**src/rtl/bch_pkg.sv**
```systemverilog
package bch_pkg;

   // Codeword layout
   localparam int WORD_W    = 32;
   localparam int SYN_W     = 10;
   localparam int DATA_LSB  = 11;
   localparam int NUM_DATA  = 21;
   localparam int NUM_CELLS = 31;
   localparam int NUM_PATS  = 31;

   // Generator aligned to the top of the word, and syndrome constants
   localparam logic [WORD_W-1:0] GEN_ALIGNED  = 32'hED20_0000;
   localparam logic [WORD_W-1:0] DATA_MASK    = 32'hFFFF_F800;
   localparam logic [SYN_W-1:0]  MSB_PATTERN  = 10'h3B4;
   // Feedback 0x769 with its top bit already cancelled by the shifted-out bit
   localparam logic [SYN_W-1:0]  SYN_FEEDBACK = 10'h369;

   // Syndromes that mark an error in the leading bit
   localparam logic [SYN_W-1:0] ERR_PATTERNS [NUM_PATS] = '{
      10'h3B4, 10'h26E, 10'h359, 10'h076, 10'h255, 10'h0F0, 10'h216, 10'h365,
      10'h068, 10'h25A, 10'h343, 10'h07B, 10'h1E7, 10'h129, 10'h14E, 10'h2C9,
      10'h0BE, 10'h231, 10'h0C2, 10'h20F, 10'h0DD, 10'h1B4, 10'h2B4, 10'h334,
      10'h3F4, 10'h394, 10'h3A4, 10'h3BC, 10'h3B0, 10'h3B6, 10'h3B5
   };

   // One beat moving down the cell chain
   typedef struct packed {
      logic              valid;
      logic [SYN_W-1:0]  syn;
      logic [WORD_W-1:0] word;
      logic [WORD_W-1:0] orig;
   } stage_type;

   // Check bits of a data pattern by long division (elaboration only)
   function automatic logic [SYN_W-1:0] div_check(input logic [WORD_W-1:0] data);
      logic [WORD_W-1:0] rem;
      rem = data & DATA_MASK;
      for (int k = 0; k < NUM_DATA; k++) begin
         if (rem[WORD_W-1]) rem = rem ^ GEN_ALIGNED;
         rem = rem << 1;
      end
      return rem[WORD_W-1 -: SYN_W];
   endfunction

   // Check-bit contribution of each data bit, packed 10 bits per column
   function automatic logic [NUM_DATA*SYN_W-1:0] build_syn_cols();
      logic [NUM_DATA*SYN_W-1:0] cols;
      cols = '0;
      for (int i = 0; i < NUM_DATA; i++) begin
         cols[i*SYN_W +: SYN_W] = div_check(WORD_W'(1) << (i + DATA_LSB));
      end
      return cols;
   endfunction

   localparam logic [NUM_DATA*SYN_W-1:0] SYN_COLS = build_syn_cols();

   // Leading-bit error pattern lookup
   function automatic logic is_msb_error(input logic [SYN_W-1:0] syn);
      logic hit;
      hit = 1'b0;
      for (int k = 0; k < NUM_PATS; k++) begin
         if (syn == ERR_PATTERNS[k]) hit = 1'b1;
      end
      return hit;
   endfunction

endpackage

```
**src/rtl/bch_syn_calc.sv**
```systemverilog
module bch_syn_calc
   import bch_pkg::*;
(
   input  logic              clock,
   input  logic              reset,
   input  logic              load,
   input  logic [WORD_W-1:0] code_word,
   output stage_type         stage_out
);

   logic [SYN_W-1:0] syn_in;
   logic             valid_ff;
   logic [SYN_W-1:0] syn_ff;
   logic [WORD_W-1:0] word_ff;

   // Fold each set data bit's column into the received check bits
   always_comb begin
      syn_in = code_word[SYN_W:1];
      for (int i = 0; i < NUM_DATA; i++) begin
         if (code_word[i + DATA_LSB]) syn_in = syn_in ^ SYN_COLS[i*SYN_W +: SYN_W];
      end
   end

   // Track beat occupancy
   always_ff @(posedge clock) begin
      if (reset) begin
         valid_ff <= 1'b0;
      end else begin
         valid_ff <= load;
      end
   end

   // Capture syndrome and word
   always_ff @(posedge clock) begin
      syn_ff  <= syn_in;
      word_ff <= code_word;
   end

   assign stage_out.valid = valid_ff;
   assign stage_out.syn   = syn_ff;
   assign stage_out.word  = word_ff;
   assign stage_out.orig  = word_ff;

endmodule

```
**src/rtl/bch_meggitt_cell.sv**
```systemverilog
module bch_meggitt_cell
   import bch_pkg::*;
(
   input  logic      clock,
   input  logic      reset,
   input  stage_type stage_in,
   output stage_type stage_out
);

   logic              hit;
   logic [SYN_W-1:0]  syn_fix;
   stage_type         stage_in_c;
   logic              valid_ff;
   logic [SYN_W-1:0]  syn_ff;
   logic [WORD_W-1:0] word_ff;
   logic [WORD_W-1:0] orig_ff;

   // Correct the leading bit, then clock the syndrome once
   always_comb begin
      hit     = is_msb_error(stage_in.syn);
      syn_fix = hit ? (stage_in.syn ^ MSB_PATTERN) : stage_in.syn;
      stage_in_c       = stage_in;
      stage_in_c.syn   = syn_fix[SYN_W-1] ? ({syn_fix[SYN_W-2:0], 1'b0} ^ SYN_FEEDBACK)
                                          : {syn_fix[SYN_W-2:0], 1'b0};
      // Rotate the word left so the next bit under test reaches the top
      stage_in_c.word  = {stage_in.word[WORD_W-2:0], stage_in.word[WORD_W-1] ^ hit};
   end

   // Track beat occupancy
   always_ff @(posedge clock) begin
      if (reset) begin
         valid_ff <= 1'b0;
      end else begin
         valid_ff <= stage_in.valid;
      end
   end

   // Advance payload to the neighbor
   always_ff @(posedge clock) begin
      syn_ff  <= stage_in_c.syn;
      word_ff <= stage_in_c.word;
      orig_ff <= stage_in.orig;
   end

   assign stage_out.valid = valid_ff;
   assign stage_out.syn   = syn_ff;
   assign stage_out.word  = word_ff;
   assign stage_out.orig  = orig_ff;

endmodule

```
**src/rtl/bch_31_21_error_corrector.sv**
```systemverilog
// Channel   Ports                                          Handshake
// -------   ---------------------------------------------  --------------------------
// request   req_code_word                                  start high, busy low
// response  rsp_corrected_word, rsp_decode_ok              rsp_strobe, one cycle
//
// A word is taken every cycle; busy never rises. Each result passes through the
// chain in order: the syndrome register forms the syndrome, 31 Meggitt cells each
// test and shift one bit, and the output register picks the corrected or the
// received word. Reset clears only the valid bits of the chain. The receiver
// cannot stall, so every result is shown for exactly one cycle.
module bch_31_21_error_corrector
   import bch_pkg::*;
(
   input  logic              clock,
   input  logic              reset,
   input  logic              start,
   output logic              busy,
   input  logic [WORD_W-1:0] req_code_word,
   output logic              rsp_strobe,
   output logic [WORD_W-1:0] rsp_corrected_word,
   output logic              rsp_decode_ok
);

   stage_type         chain [NUM_CELLS+1];
   stage_type         last;
   logic              ok_in;
   logic [WORD_W-1:0] word_in;
   logic              strobe_ff;
   logic [WORD_W-1:0] word_ff;
   logic              ok_ff;

   assign busy = 1'b0;

   bch_syn_calc u_syn (
      .clock     (clock),
      .reset     (reset),
      .load      (start),
      .code_word (req_code_word),
      .stage_out (chain[0])
   );

   // Chain of correction cells
   for (genvar g = 0; g < NUM_CELLS; g++) begin : g_cell
      bch_meggitt_cell u_cell (
         .clock     (clock),
         .reset     (reset),
         .stage_in  (chain[g]),
         .stage_out (chain[g+1])
      );
   end

   // Undo the final rotation and pick the result
   always_comb begin
      last    = chain[NUM_CELLS];
      ok_in   = (last.syn == '0);
      word_in = ok_in ? {last.word[WORD_W-2:0], last.word[WORD_W-1]} : last.orig;
   end

   always_ff @(posedge clock) begin
      if (reset) begin
         strobe_ff <= 1'b0;
      end else begin
         strobe_ff <= last.valid;
      end
   end

   // Hold the result beat
   always_ff @(posedge clock) begin
      word_ff <= word_in;
      ok_ff   <= ok_in;
   end

   assign rsp_strobe         = strobe_ff;
   assign rsp_corrected_word = word_ff;
   assign rsp_decode_ok      = ok_ff;

endmodule
```
**config.mk**
```make
export PLATFORM = sky130hd
export DESIGN_NAME = bch_31_21_error_corrector
export DESIGN_NICKNAME = d
export VERILOG_FILES = /design/src/rtl/bch_pkg.sv /design/src/rtl/bch_syn_calc.sv /design/src/rtl/bch_meggitt_cell.sv /design/src/rtl/bch_31_21_error_corrector.sv
export SDC_FILE = /design/constraint.sdc
export NUM_CORES = 2
export LEC_CHECK = 0
export BUFFER_PORTS_ARGS = -buffer_cell sky130_fd_sc_hd__buf_2
export CAP_MARGIN = 20
export CORE_MARGIN = 2
export CORE_UTILIZATION = 65
export DETAILED_ROUTE_END_ITERATION = 8
export HOLD_SLACK_MARGIN = 0.03
export PLACE_DENSITY = 0.89
export SLEW_MARGIN = 20
export SYNTH_ARGS = -nofsm -noshare
export SYNTH_HDL_FRONTEND = slang
export SYNTH_HIERARCHICAL = 1
export SYNTH_SLANG_ARGS = --single-unit
export TNS_END_PERCENT = 30
```
**constraint.sdc**
```tcl
create_clock -name clock -period 4.6 [get_ports clock]
set_input_delay 0.46 -clock clock [delete_from_list [all_inputs] [get_ports clock]]
set_output_delay 0.46 -clock clock [all_outputs]
set_load 0.005 [all_outputs]
```
# After elaboration in Yosys (flattened, before gate mapping)
# Index checks and enable logic that the tools add are counted.
# W data, S select, Z words.
# classes
n_mux,1045
n_bitwise,114
reduce_logical,1
eq_ne,961
# ops
cell,n
$eq A10 B10 Y1 const B,620
$eq A10 B8 Y1 const B,124
$eq A10 B9 Y1 const B,124
$mux W1,961
$eq A10 B7 Y1 const B,93
$mux W10,73
$not A6 Y6,67
$mux W9,7
$not A7 Y7,7
$mux W32,1
$xor A1 B1 Y1,31
$mux W8,3
$not A4 Y4,5
$not A5 Y5,3
$logic_not A10 Y1,1
$not A8 Y8,1
# word_totals
wordCells,2282
inputBits,35
output_inout_bits,35
register_bits,2402

# Depth between registers and ports, before layout
# depth
depth_word,42
ltp_mapped,9
depth_no_buf,8

# By module
# Netlist, hierarchy kept.
# modules_own_cells
module,area_each_um2,n_inst,cells_per_inst
bch_meggitt_cell at g_cell[0].u_cell ...,2174.6,30,165
bch_meggitt_cell at g_cell[9].u_cell,2158.3,1,164
bch_syn_calc,1871.8,1,132
bch_31_21_error_corrector,1231.2,1,77

# Worst setup path after synthesis
# No wires, ideal clock.
# synth_path
kind,reg2reg
from,reg g_cell[8].u_cell.syn_ff[9]
to,reg g_cell[9].u_cell.syn_ff[0]
t_arrival_ns,2.212
stages_incl_launch_ff,10
setup_slack_ns,2.315
required_ns,4.528
setup_time_ns,0.072
n_path_buf,1
synth_period_minus_slack_ns,2.285
path_cell_list,dfxtp_1 -> clkbuf_1 -> inv_1 -> ha_1 -> nor4b_1 -> nand3_1 -> nor3_1 -> or4_4 -> a2111oi_4 -> xnor2_1
# synth_between
elab_chain_cells,33
word_cells_on_any_way,64
classes_between,eq/ne: 31; mux: 32; bitwise: 1
# synth_lines
item,line,source
"start, declared",bch_meggitt_cell.sv:14,logic [SYN_W-1:0] syn_ff;
"start signal, assigned",bch_meggitt_cell.sv:40,syn_ff <= stage_in_c.syn;
$eq A10 B10 Y1,bch_pkg.sv:62,if (syn == ERR_PATTERNS[k]) hit = 1'b1;
$mux W1 (31 in series),bch_pkg.sv:62,
$mux W10 (*),bch_meggitt_cell.sv:21,syn_fix = hit ? (stage_in.syn ^ MSB_PATTERN) : stage_in.syn;
"end signal, assigned",bch_meggitt_cell.sv:40,
"end, declared",bch_meggitt_cell.sv:14,
# Every way passes the cells marked *; elsewhere a longest branch is shown, timed or not.
# A chain may end at the register's enable or synchronous reset.

==> metrics.txt <==
result of the run=finished clean; most common cell type on the critical path=sky130_fd_sc_hd__a31oi_1; # resized after CTS=0; fraction of registers with async set/reset=0%; num ports=70; crit-path leading delay family=simple AND/OR/NAND/NOR gates; number of sinks driven by the clock tree=2,402; count of final hold-check violations=0; Clock power frac=30.7%; number of setup violations in the final report=0; time the final worst path needs with I/O delays and setup=2620 ps; Detailed Route Iter0 Violations=3,640; clock-pin slew of the registers on the worst-case setup and hold paths=70 ps; worst-path cell with the longest stage delay=sky130_fd_sc_hd__dfxtp_1; area overhead of the layout relative to synthesis=9.67%; synthesized instance count=5,323; capture point of the worst path=g_cell[22].u_cell/word_ff[0]; average wire per cell in the routed design=18.3 um; gp weighted congestion=0.853; Std-Cell Core Area=107,000 um2; Die Wd=333 um; net switching power=17.5 mW; critical path cell sequence=inv_1 > ha_1 > and4b_1 > a31oi_1 > a31oi_1 > nor2_1 > nand4b_2 > xor2_1; final WL=125 mm; total global routing overflow=0; vias in the first global route=38,244; fraction of final layout cells with drive strength greater than 1=12.5%; worst r2r src=g_cell[21].u_cell/syn_ff[9]; slack of the worst reg-to-reg path=1980 ps; destination of the worst register-to-register timing path=g_cell[22].u_cell/word_ff[0]; synthesized area=70,500 um2; buffers inserted by post-CTS timing repair=0; most instantiated flip-flop cell in the synthesis netlist=sky130_fd_sc_hd__dfxtp_1; Total Routing Usage GR=22.0%; most frequent cells in the layout=2,402 x sky130_fd_sc_hd__dfxtp_1, 204 x sky130_fd_sc_hd__clkbuf_16, 160 x sky130_fd_sc_hd__xor2_1; Antenna Violating Nets Remaining=0; sum of buffers and inverters on the critical path=1; initial cell density of the core=65.7%; number of flip-flops and latches in the synthesized netlist=2,402; detailed placer's ending HPWL=68.2 mm; # nets final=5,411; worst relative slew slack=50.1%; Placement Rows=120; pin count of the biggest net entering global routing=34; area of all sequential standard cells=48,100 um2; average vias per placed instance=5.68; post-detailed-route DRC marker count=0; power per standard cell area=730 nW/um2; type of the worst setup path=reg2reg; post-route clock period utilization=57.0%; Num CTS Buffers=203; Cell Int Power=39.0 mW; Fmax achieved=381 MHz; commonest non-fill, non-tap cell in the layout=sky130_fd_sc_hd__dfxtp_1; largest vdd supply drop=0.397 mV; height of the die=333 um; class of the tightest hold or removal check=in2reg; transition time at the pin with the least slew margin=748 ps; Critical Path AT=3330 ps; Pleak=31.4 nW; area of combinational cells with multiple inputs=19,500 um2; Post-synth EDFFs=0; number of different library cells in the post-synthesis netlist=70; clock insertion delay at the later pin of the skew report=810 ps; critical path launch point=g_cell[21].u_cell/syn_ff[9]; CP Capture Type=flip-flop; fraction of power consumed by combinational cells=15.5%; global-route wire length before repair=200 mm; post-synthesis net count=5,482; total vias in the final route=38,748; number of warnings printed during yosys synthesis=6; worst-path fanout max=7; number of buffers between clock root and the deepest sink=3; die area=111,000 um2; TritonCTS clock tree=built; input/output buffers=68; sequential element share of the synthesized area=68.2%; clk root buf=sky130_fd_sc_hd__clkbuf_16; sequential share of power=53.8%; cells on worst reg2reg path=8; number of antenna repair diodes=0; delay of the slowest cell on the worst path=600 ps; maximum level of the CTS H-tree=4; total negative setup slack=0 ps; largest clock skew in the final design=54.1 ps; startpoint types=flip-flop; unrepaired setup endpoints after global routing=false; iteration count of the initial detailed-routing pass=6; # fillers=6,421; initial antenna violation count=1; Final Slew Violations=0; Mapped Avg Cell Area=13.2 um2; logic depth of the worst setup path including buffers=8; max-cap viol count=0; data required time of the critical path=5300 ps; net switching share of the total power=31.0%; power consumption=56.5 mW
[per-stage QoR]
step	cells	worst slack (ps)	instance area [um2]	util, %	hold WS, ps
6_report	6821	1980	77300	72.0	175
3_5_place_dp	6417	2200	70000	65.2	312
3_3_place_gp	6417	2190	70000	65.2	310
4_1_cts	6821	2160	77300	72.0	125
2_1_floorplan	5323	2320	70500	-	310
5_1_grt	6821	2080	77300	72.0	173
[layer usage]
metal  share of wire [%]  GRT usage (%)  vias to the layer above
met3                 6.0           4.23                      446
met4                 4.4           10.1                        2
met1                  40           26.5                    18396
li1                    -              -                    18225
met5               0.014              0                        -
met2                  50           38.2                     1679
[sequential cells by signal (all words and copies together), names as in the netlist, 10 cells and up]
| signal | count |
|---|---|
| g_cell.u_cell/orig_ff | 992 |
| g_cell.u_cell/syn_ff | 310 |
| g_cell.u_cell/valid_ff | 31 |
| g_cell.u_cell/word_ff | 992 |
| rsp_corrected_word | 32 |
| u_syn/syn_ff | 10 |
| u_syn/word_ff | 32 |
[cells in the mapped netlist, types with 31 or more instances]
cell	count	share of area, %
sky130_fd_sc_hd__buf_4	156	1.7
sky130_fd_sc_hd__buf_2	93	0.66
sky130_fd_sc_hd__and3b_1	60	0.75
sky130_fd_sc_hd__o21ai_1	60	0.43
sky130_fd_sc_hd__nand4_1	91	0.81
sky130_fd_sc_hd__nor2_1	95	0.51
sky130_fd_sc_hd__and4b_1	32	0.45
sky130_fd_sc_hd__nor4b_1	34	0.42
sky130_fd_sc_hd__nand2b_1	36	0.32
sky130_fd_sc_hd__ha_1	124	2.2
sky130_fd_sc_hd__xor2_1	160	2.0
sky130_fd_sc_hd__buf_6	64	1.0
sky130_fd_sc_hd__clkbuf_1	65	0.35
sky130_fd_sc_hd__a21oi_1	92	0.65
sky130_fd_sc_hd__nor3_2	61	0.87
sky130_fd_sc_hd__and2_1	90	0.80
sky130_fd_sc_hd__dfxtp_1	2402	68
sky130_fd_sc_hd__a32oi_1	61	0.76
sky130_fd_sc_hd__nor2b_1	156	1.4
sky130_fd_sc_hd__xnor2_1	61	0.76
sky130_fd_sc_hd__a31oi_1	60	0.53
sky130_fd_sc_hd__nor4bb_1	60	0.85
sky130_fd_sc_hd__nor4_1	32	0.28
sky130_fd_sc_hd__a22oi_1	33	0.35
sky130_fd_sc_hd__nand2_1	154	0.82
sky130_fd_sc_hd__inv_1	64	0.34
sky130_fd_sc_hd__and4bb_1	60	1.1
sky130_fd_sc_hd__nand4b_1	32	0.40
sky130_fd_sc_hd__o21ai_0	32	0.23
sky130_fd_sc_hd__o211ai_1	60	0.64
sky130_fd_sc_hd__nor3b_1	91	0.97
sky130_fd_sc_hd__a2111o_1	31	0.50
sky130_fd_sc_hd__and2b_4	60	0.85
sky130_fd_sc_hd__o22ai_1	62	0.55
sky130_fd_sc_hd__nand3_1	93	0.66
sky130_fd_sc_hd__or4_1	31	0.33
sky130_fd_sc_hd__and4bb_2	31	0.55
[power by group through the flow]
stage	logic [mW]	registers, mW	clock network, mW
after floorplan	10.6	26.4	0
after global placement	7.95	30.2	0
after detailed placement	8.19	30.5	0
after CTS	8.54	30.3	17.7
after global routing	9.44	31.0	18.5
final	8.76	30.4	17.3
[final cells by class]
cell class / instances / area share, %
timing repair buffer: 102 / 0.877
clock inverter: 83 / 1.51
tap: 1403 / 2.27
sequential: 2402 / 62.2
clock buffer: 288 / 7.53
multi-input combinational: 2449 / 25.2
inverter: 94 / 0.456
[worst min path at each step]
stage                                  start                             to  slack, ps  depth (start not counted)
3_3_place_gp   g_cell[16].u_cell/word_ff[27]  g_cell[17].u_cell/word_ff[28]        310                          0
2_1_floorplan    g_cell[9].u_cell/orig_ff[0]   g_cell[10].u_cell/orig_ff[0]        310                          0
3_5_place_dp    g_cell[9].u_cell/word_ff[24]  g_cell[10].u_cell/word_ff[25]        310                          0
6_report                               reset      g_cell[5].u_cell/valid_ff        170                          2
4_1_cts                                reset      g_cell[5].u_cell/valid_ff        120                          2
5_1_grt                                reset     g_cell[27].u_cell/valid_ff        170                          2
[cells by family (layout without fill, tap and decap cells)]
| family | Yosys count | after routing | share of synthesized area, % |
|---|---|---|---|
| DFF | 2402 | 2402 | 68.2 |
| xor gates and xnor gates | 241 | 241 | 3.38 |
| muxes | 32 | 32 | 0.666 |
| buffers and inverters | 472 | 567 | 4.19 |
| AOI/OAI and AO/OA | 651 | 651 | 6.76 |
| adders and majority gates | 124 | 124 | 2.20 |
| other | 1 | 1 | 0.00532 |
| and+or+nand+nor | 1400 | 1400 | 14.6 |
[what timing repair did]
action	4_1_cts	5_1_grt
hold buffers	33	0
hold endpoints to repair	35	0
setup endpoints to repair	0	0
Note: power is estimated with default switching activity, not from simulation.
